[src/rtl/core/binary_arithmetic_encoder_macros.svh]
// Assertion macros shared by the binary arithmetic encoder RTL.
`ifndef BINARY_ARITHMETIC_ENCODER_MACROS_SVH
`define BINARY_ARITHMETIC_ENCODER_MACROS_SVH

// Same-cycle implication, sampled on clk, off while rst_n is low.
`define BAE_ASSERT_IMP(label, ante, cons) \
  label: assert property (@(posedge clk) disable iff (!rst_n) (ante) |-> (cons)) \
    else $error("bae: implication check failed");

// Next-cycle implication, sampled on clk, off while rst_n is low.
`define BAE_ASSERT_NXT(label, ante, cons) \
  label: assert property (@(posedge clk) disable iff (!rst_n) (ante) |=> (cons)) \
    else $error("bae: next-cycle check failed");

`endif

[src/rtl/core/bae_pkg.sv]
// Shared constants and control/status types of the binary arithmetic encoder.
package bae_pkg;

  // Input command codes
  localparam logic CMD_ENCODE   = 1'b0;
  localparam logic CMD_FINALIZE = 1'b1;

  // Range reset values and shift fill
  localparam logic [31:0] RANGE_LOW_INIT  = 32'h0000_0000;
  localparam logic [31:0] RANGE_HIGH_INIT = 32'hffff_ffff;
  localparam logic [7:0]  HIGH_FILL       = 8'hff;
  localparam logic [7:0]  LOW_FILL        = 8'h00;

  // Most bytes emitted for one input beat, minus one
  localparam logic [1:0]  LAST_BYTE_IDX   = 2'd3;

  // Commands from controller to datapath
  typedef struct packed {
    logic load;      // capture input beat and span
    logic mul;       // form span * probability
    logic upd;       // apply split to the range
    logic shift;     // shift range by one byte after an emitted byte
    logic rng_init;  // return range to reset values
  } bae_ctl_t;

  // Status from datapath to controller
  typedef struct packed {
    logic agree_upd;  // top bytes agree after the split
    logic agree_nxt;  // top bytes agree after the next byte shift
    logic fin;        // current beat is a finalize
  } bae_sts_t;

endpackage

[src/rtl/core/bae_if.sv]
// Valid/ready channel interfaces for the encoder input and byte output.
interface bae_in_if;
  logic        valid;
  logic        ready;
  logic        cmd;
  logic        bit_value;
  logic [15:0] prob_one;

  modport source (output valid, output cmd, output bit_value, output prob_one, input ready);
  modport sink   (input valid, input cmd, input bit_value, input prob_one, output ready);
endinterface

interface bae_out_if;
  logic       valid;
  logic       ready;
  logic [7:0] out_byte;
  logic       last;

  modport source (output valid, output out_byte, output last, input ready);
  modport sink   (input valid, input out_byte, input last, output ready);
endinterface

[src/rtl/core/bae_datapath.sv]
// Range registers, split multiplier and byte shifter of the encoder.
module bae_datapath (
  input  logic              clk,
  input  logic              rst_n,
  input  logic              in_cmd,
  input  logic              in_bit_value,
  input  logic [15:0]       in_prob_one,
  input  bae_pkg::bae_ctl_t ctl,
  output bae_pkg::bae_sts_t sts,
  output logic [7:0]        out_byte
);
  import bae_pkg::*;

  logic [31:0] low_r, low_nxt;
  logic [31:0] high_r, high_nxt;
  logic [31:0] span_r;
  logic [15:0] prob_r;
  logic        bit_r;
  logic        fin_r;
  logic [47:0] prod_r;

  logic [31:0] split;
  logic [31:0] upd_low;
  logic [31:0] upd_high;

  // Split point and the range it leaves
  assign split    = low_r + prod_r[47:16];
  assign upd_high = bit_r ? split : high_r;
  assign upd_low  = bit_r ? low_r : split + 32'd1;

  // Pick next range value
  always_comb begin
    low_nxt  = low_r;
    high_nxt = high_r;
    if (ctl.rng_init) begin
      low_nxt  = RANGE_LOW_INIT;
      high_nxt = RANGE_HIGH_INIT;
    end else if (ctl.upd) begin
      low_nxt  = upd_low;
      high_nxt = upd_high;
    end else if (ctl.shift) begin
      low_nxt  = {low_r[23:0], LOW_FILL};
      high_nxt = {high_r[23:0], HIGH_FILL};
    end
  end

  // Hold range state
  always_ff @(posedge clk) begin
    if (!rst_n) begin
      low_r  <= RANGE_LOW_INIT;
      high_r <= RANGE_HIGH_INIT;
    end else begin
      low_r  <= low_nxt;
      high_r <= high_nxt;
    end
  end

  // Capture beat; finalize codes a one at probability zero
  always_ff @(posedge clk) begin
    if (ctl.load) begin
      span_r <= high_r - low_r;
      fin_r  <= (in_cmd == CMD_FINALIZE);
      bit_r  <= (in_cmd == CMD_FINALIZE) ? 1'b1 : in_bit_value;
      prob_r <= (in_cmd == CMD_FINALIZE) ? 16'd0 : in_prob_one;
    end
  end

  // Register the 32x16 product
  always_ff @(posedge clk) begin
    if (ctl.mul) begin
      prod_r <= {16'd0, span_r} * {32'd0, prob_r};
    end
  end

  assign sts.agree_upd = (upd_high[31:24] == upd_low[31:24]);
  assign sts.agree_nxt = (high_r[23:16] == low_r[23:16]);
  assign sts.fin       = fin_r;
  assign out_byte      = high_r[31:24];

endmodule

[src/rtl/core/bae_ctrl.sv]
// Sequencing state machine of the encoder: accept, multiply, update, emit.
module bae_ctrl (
  input  logic              clk,
  input  logic              rst_n,
  input  logic              in_valid,
  output logic              in_ready,
  output logic              out_valid,
  input  logic              out_ready,
  output logic              out_last,
  input  bae_pkg::bae_sts_t sts,
  output bae_pkg::bae_ctl_t ctl
);
  import bae_pkg::*;

  localparam logic [1:0] ST_IDLE = 2'd0;
  localparam logic [1:0] ST_MUL  = 2'd1;
  localparam logic [1:0] ST_UPD  = 2'd2;
  localparam logic [1:0] ST_EMIT = 2'd3;

  logic [1:0] state_r, state_nxt;
  logic [1:0] cnt_r, cnt_nxt;
  logic       in_acc;
  logic       out_acc;

  assign in_ready  = (state_r == ST_IDLE);
  assign out_valid = (state_r == ST_EMIT);
  assign in_acc    = in_valid && in_ready;
  assign out_acc   = out_valid && out_ready;
  // Last byte when four are out or the next top bytes differ
  assign out_last  = (cnt_r == LAST_BYTE_IDX) || !sts.agree_nxt;

  // Drive datapath commands
  always_comb begin
    ctl.load     = in_acc;
    ctl.mul      = (state_r == ST_MUL);
    ctl.upd      = (state_r == ST_UPD);
    ctl.shift    = out_acc;
    ctl.rng_init = sts.fin && (((state_r == ST_UPD) && !sts.agree_upd) ||
                               (out_acc && out_last));
  end

  // Advance state
  always_comb begin
    state_nxt = state_r;
    cnt_nxt   = cnt_r;
    case (state_r)
      ST_IDLE: begin
        if (in_acc) state_nxt = ST_MUL;
      end
      ST_MUL: begin
        state_nxt = ST_UPD;
      end
      ST_UPD: begin
        cnt_nxt   = 2'd0;
        state_nxt = sts.agree_upd ? ST_EMIT : ST_IDLE;
      end
      ST_EMIT: begin
        if (out_acc) begin
          if (out_last) state_nxt = ST_IDLE;
          else          cnt_nxt   = cnt_r + 2'd1;
        end
      end
      default: begin
        state_nxt = ST_IDLE;
      end
    endcase
  end

  always_ff @(posedge clk) begin
    if (!rst_n) begin
      state_r <= ST_IDLE;
      cnt_r   <= 2'd0;
    end else begin
      state_r <= state_nxt;
      cnt_r   <= cnt_nxt;
    end
  end

endmodule

[src/rtl/core/binary_arithmetic_encoder.sv]
// Top level of the carryless 32-bit binary arithmetic encoder.
// Usage:
//   in_if  takes one beat per symbol: cmd (0 encode, 1 finalize), bit_value and
//          prob_one, the probability of a one scaled by 65536.
//   out_if gives zero to four beats per input beat, each one compressed byte,
//          with last high on the final byte of that input beat.
// Timing: a beat accepted on in_if is captured, multiplied in the single 32x16
//   multiply stage and then applied to the range; its bytes then leave one by
//   one through the one-byte output port. Only one symbol is in flight;
//   in_if.ready is low from accept until the range update when no byte is
//   due, else until the last byte of that symbol is taken.
// Finalize emits four bytes and returns the range to [0, 0xffffffff].
// Reset (rst_n low, synchronous) sets the range to [0, 0xffffffff] and drops
//   any symbol in flight.
// Receiver stall: a byte holds on out_if, with last, until out_if.ready is high.
`include "binary_arithmetic_encoder_macros.svh"

module binary_arithmetic_encoder (
  input  logic        clk,
  input  logic        rst_n,
  bae_in_if.sink      in_if,
  bae_out_if.source   out_if
);
  import bae_pkg::*;

  bae_ctl_t ctl;
  bae_sts_t sts;

  bae_ctrl u_ctrl (
    .clk       (clk),
    .rst_n     (rst_n),
    .in_valid  (in_if.valid),
    .in_ready  (in_if.ready),
    .out_valid (out_if.valid),
    .out_ready (out_if.ready),
    .out_last  (out_if.last),
    .sts       (sts),
    .ctl       (ctl)
  );

  bae_datapath u_dp (
    .clk          (clk),
    .rst_n        (rst_n),
    .in_cmd       (in_if.cmd),
    .in_bit_value (in_if.bit_value),
    .in_prob_one  (in_if.prob_one),
    .ctl          (ctl),
    .sts          (sts),
    .out_byte     (out_if.out_byte)
  );

  // Checks
  `BAE_ASSERT_IMP(a_no_overlap, out_if.valid, !in_if.ready)
  `BAE_ASSERT_NXT(a_acc_no_out, in_if.valid && in_if.ready, !out_if.valid && !in_if.ready)
  `BAE_ASSERT_IMP(a_fin_emits, in_if.valid && in_if.ready && (in_if.cmd == CMD_FINALIZE), ##3 out_if.valid)
  `BAE_ASSERT_IMP(a_single_cmd, ctl.upd, !ctl.shift && !ctl.load)

endmodule

[src/flat_wrapper.sv]
// flat-port wrapper written by rule: the top's interface ports become plain ports
module binary_arithmetic_encoder_flat import bae_pkg::*;
  (clk, rst_n, in_if_valid, in_if_cmd, in_if_bit_value, in_if_prob_one, in_if_ready, out_if_valid, out_if_out_byte, out_if_last, out_if_ready);
  bae_in_if in_if_i ();
  bae_out_if out_if_i ();
  input  logic clk;
  input  logic rst_n;
  input wire logic [$bits(in_if_i.valid)-1:0] in_if_valid;
  input wire logic [$bits(in_if_i.cmd)-1:0] in_if_cmd;
  input wire logic [$bits(in_if_i.bit_value)-1:0] in_if_bit_value;
  input wire logic [$bits(in_if_i.prob_one)-1:0] in_if_prob_one;
  output wire logic [$bits(in_if_i.ready)-1:0] in_if_ready;
  output wire logic [$bits(out_if_i.valid)-1:0] out_if_valid;
  output wire logic [$bits(out_if_i.out_byte)-1:0] out_if_out_byte;
  output wire logic [$bits(out_if_i.last)-1:0] out_if_last;
  input wire logic [$bits(out_if_i.ready)-1:0] out_if_ready;
  assign in_if_i.valid = in_if_valid;
  assign in_if_i.cmd = in_if_cmd;
  assign in_if_i.bit_value = in_if_bit_value;
  assign in_if_i.prob_one = in_if_prob_one;
  assign in_if_ready = in_if_i.ready;
  assign out_if_valid = out_if_i.valid;
  assign out_if_out_byte = out_if_i.out_byte;
  assign out_if_last = out_if_i.last;
  assign out_if_i.ready = out_if_ready;
  binary_arithmetic_encoder u_core (.clk(clk), .rst_n(rst_n), .in_if(in_if_i), .out_if(out_if_i));
endmodule
[config.mk]
export PLATFORM = sky130hd
export DESIGN_NAME = binary_arithmetic_encoder_flat
export DESIGN_NICKNAME = d
export VERILOG_FILES = /design/src/rtl/core/bae_pkg.sv /design/src/rtl/core/bae_if.sv /design/src/rtl/core/bae_datapath.sv /design/src/rtl/core/bae_ctrl.sv /design/src/rtl/core/binary_arithmetic_encoder.sv /design/src/flat_wrapper.sv
export VERILOG_INCLUDE_DIRS = /design/src /design/src/rtl/core
export SDC_FILE = /design/constraint.sdc
export NUM_CORES = 2
export LEC_CHECK = 0
export BUFFER_PORTS_ARGS = -buffer_cell sky130_fd_sc_hd__buf_2
export CORE_ASPECT_RATIO = 1.25
export CORE_MARGIN = 4
export CORE_UTILIZATION = 40
export DETAILED_ROUTE_END_ITERATION = 8
export PLACE_DENSITY = 0.62
export SLEW_MARGIN = 25
export SYNTH_ARGS = -nofsm -noshare
export SYNTH_HDL_FRONTEND = slang
export SYNTH_SLANG_ARGS = --single-unit
export TNS_END_PERCENT = 5
[constraint.sdc]
create_clock -name clk -period 17.9 [get_ports clk]
set_input_delay 2.685 -clock clk [delete_from_list [all_inputs] [get_ports clk]]
set_output_delay 2.685 -clock clk [all_outputs]
set_load 0.02 [all_outputs]
==> impl.org <==
** Synthesis
- Cell area after technology mapping :: 0.0251 mm2
- In this run the mean area of a mapped cell was 8.98 um2.
- Number of flip-flops and latches in the synthesized netlist :: 150
- Number of cells produced by synthesis :: 2794
- Number of enable flip-flop cells after synthesis :: 82
- YS warnings :: 0
- Share of the synthesized area in the top cell type :: 0.334
- The synthesized design spends more area on one cell type than any other, namely fa_1.
- Unique masters post-synth :: 91
- After synthesis, the share of flip-flops with an asynchronous set or reset is 0.
- The number of nets in the synthesized netlist is 3416.
- Portion of the post-synthesis area used by sequential elements :: 0.152
- Area contributors post-synth :: fa_1 33%, edfxtp_1 9.8%, ha_1 9.0%
- Among all flip-flop cells after synthesis, the most frequent one is edfxtp_1.

** Clock network
- Sinks on the clock net :: 150
- Clock buffers created by TritonCTS :: 17
- Post-CTS setup repair buffer count :: 0
- In this run the deepest clock path goes through 2 buffers.
- Reg clk slew, reported paths :: 0.07 ns
- Hold bufs inserted after CTS :: 0
- Clock tree from TritonCTS :: yes
- Number of levels the H-tree was split into :: 4
- After clock tree synthesis, the repair step resized 0 gates.
- The tree is rooted in a clkbuf_16.
- At the later pin of the worst-skew pair, clock insertion delay measures 0.46 ns.

** STA
- For this run, the top clock speed supported by timing is approximately 120 MHz.
- Final total negative setup slack :: 0 ns
- At the pin with the least slew margin, the transition time is 1.12 ns.
- Setup repair after global routing left no endpoint under its margin.
- Of the available clock period, the critical path in the final layout requires 0.448.
- The number of slew-limit violations in the final report was 0.
- Worst slew margin relative to its limit :: 0.247
- Final setup violation count :: 0
- Setup skew after layout :: about 0.017 ns
- Final hold violation count :: 0
- The worst path needs 8.02 ns of the cycle, external delays included.

** Routing
- Detailed-route wire length :: 67.2 mm
- In the final routed layout, each cell accounts on average for around 19 um.
- For this block, the initial DRC count from the detailed router was 1106.
- After detailed routing, the number of remaining DRC violations is 0.
- The first detailed-routing pass ran for 6 iterations.
- Once detail routing completed, the nets flagged for antenna violations numbered 0.
- Across all layers, the routed design uses about 19000 vias.
- Via-to-Cell Ratio :: 5.33

** Final layout
- The area growth from synthesis to layout is 5.82%.
- Fraction of layout cells with a size suffix above 1 :: 0.0461
- The sequential cells in the finished layout cover a total of around 0.0038 mm2.
- After the last flow step, the layout net total stands at about 3400.
- In the layout the commonest cells are 489 x inv_1, 419 x fa_1, 391 x nand2_1.
- Commonest non-fill, non-tap cell in the layout :: inv_1
- After filler insertion, the fill cell instance count of the layout stands at 6142.
- Summing all multi-input logic gate instances after layout gives ~0.019 mm2.

** Setup path
- STA puts the critical path data required time at 18.10 ns.
- Arrival time reported for the critical path endpoint :: slightly above 8 ns
- In this run the critical register-to-register path is captured at u_core.u_dp.prod_r[46]$_DFFE_PN_.
- Critical path capture point type :: flip-flop
- The worst register-to-register path has a setup slack of 9.88 ns.
- The most critical setup path has its startpoint at u_core.u_dp.span_r[8]$_DFFE_PP_.
- Critical setup path kind :: flip-flop to flip-flop
- RR Startpoint :: u_core.u_dp.span_r[8]$_DFFE_PP_
- The worst setup path is launched from a flip-flop.
- CP Max Fanout :: 16
- Path depth of the worst reg2reg path :: 25

** Place
- Port Buffers :: 32
- Final weighted congestion in routability-driven placement :: between 0.9 and 1
- DP HPWL :: 54.2 mm

** Floorplanning
- From left edge to right edge, the die measures 232 um.
- Initial Util :: 0.405
- IO Pins :: 33
- The floorplan has 102 rows.
- The floorplan step set the die height to 288 um.
- The region available for standard cell placement spans 0.0620 mm2.
- Die Area :: around 0.067 mm2

** GRT
- The total overflow left after global routing is 0.
- Entering global routing, the biggest net connects 65 pins.
- Vias in the first global route :: 20700
- Number of antenna violations at the first check in global routing :: 1
- The first global-routing pass estimated 111 mm of wire.
- Overall fraction of global-route tracks in use :: 0.209

** Hold path
- In this run the most critical hold path is launched from u_core.u_ctrl.cnt_r[1]$_SDFFE_PN0P_.
- Hold EP :: u_core.u_ctrl.cnt_r[1]$_SDFFE_PN0P_
- Hold path depth :: 2
- Worst hold-check path type :: flip-flop to flip-flop

** Run status
- Result of the run :: finished, final reports clean

** Run
- Max-cap violations in this run came to 0.
-- through the flow --
step | setup WS [ns] | util | std cells | hold WS, ns | area (um2)
after floorplan | 11.19 | - | 2794 | 0.436 | 25100
after global placement | 9.96 | 0.418 | 3555 | 0.446 | 25900
after detailed placement | 9.72 | 0.418 | 3555 | 0.460 | 26000
after CTS | 9.67 | 0.428 | 3587 | 0.469 | 26500
after global routing | 9.54 | 0.428 | 3588 | 0.526 | 26500
final | 9.88 | 0.428 | 3589 | 0.465 | 26500
-- flip-flops by register name (all words and copies together) (netlist names) --
| register | cells |
|---|---|
| u_core.u_dp.prob_r | 16 |
| u_core.u_dp.high_r | 32 |
| u_core.u_dp.bit_r | 1 |
| u_core.u_dp.fin_r | 1 |
| u_core.u_ctrl.state_r | 2 |
| u_core.u_ctrl.cnt_r | 2 |
| u_core.u_dp.span_r | 32 |
| u_core.u_dp.low_r | 32 |
| u_core.u_dp.prod_r | 32 |
-- logic make-up (layout without fill, tap and decap cells) --
family,Yosys count,count (layout),share of synthesized area
compound gates,368,368,0.103
simple gates,935,935,0.181
flops,150,150,0.152
buf+inv,619,581,0.0950
other cells,0,1,0
mux,6,6,0.00244
fa+ha+maj,600,600,0.425
xor+xnor,116,116,0.0411
-- per-layer routing --
metal,share of wire,track usage,up-vias
met4,0.037,0.0807,0
li1,-,-,8734
met1,0.39,0.249,9730
met5,0,0,-
met2,0.53,0.385,518
met3,0.041,0.0214,153
-- cell usage after synthesis (all sizes together) (7+ instances only) --
cell type,n
a22oi,9
a22o,7
o21ai,55
or2,8
o21a,17
and3,17
o21bai,7
fa,419
o31ai,9
nor2,143
a211o,11
xnor2,78
and2,215
nor3,28
nand3,19
nand4,14
a21o,42
a221oi,30
inv,489
nor4,8
edfxtp,82
o22ai,16
a211oi,11
a21oi,96
nand2b,32
clkbuf,112
ha,181
nand2,391
or3,13
buf,18
nor2b,26
xor2,37
dfxtp,68
-- worst max-delay path by stage --
stage	end	slack, ns	cells after the start
4_1_cts	u_core.u_dp.prod_r[46]$_DFFE_PN_	9.67	25
6_report	u_core.u_dp.prod_r[46]$_DFFE_PN_	9.88	25
3_3_place_gp	u_core.u_dp.prod_r[46]$_DFFE_PN_	9.96	25
5_1_grt	u_core.u_dp.prod_r[34]$_DFFE_PN_	9.54	25
2_1_floorplan	u_core.u_dp.prod_r[46]$_DFFE_PN_	11.19	27
3_5_place_dp	u_core.u_dp.prod_r[46]$_DFFE_PN_	9.72	25
-- worst max-delay path, stage by stage (launching register included) --
cell and delay, ns:
edfxtp_1 0.66, and2_1 0.30, fa_1 0.54, inv_1 0.05
fa_1 0.46, fa_1 0.51, inv_1 0.05, fa_1 0.48
fa_1 0.49, inv_1 0.05, fa_1 0.47, inv_1 0.04
ha_1 0.28, a211oi_1 0.24, o21ai_0 0.13, a21oi_1 0.19
o31ai_1 0.19, o31ai_1 0.93, o21ai_0 0.22, and3_1 0.28
a31o_2 0.30, a21oi_1 0.20, a21oi_1 0.15, a21oi_1 0.27
o21bai_1 0.11, xor2_1 0.14
-- area by class of cell --
type / instances / area share
antenna: 1 / 0.0000943
clock buffer: 19 / 0.0167
clock inverter: 13 / 0.00514
inverter: 489 / 0.0691
multi-input combinational: 2025 / 0.711
sequential: 150 / 0.144
tap: 832 / 0.0392
timing repair buffer: 60 / 0.0142
Power is not shown: default switching activity piles up to over one toggle a cycle in this logic, so the estimate is an artifact.
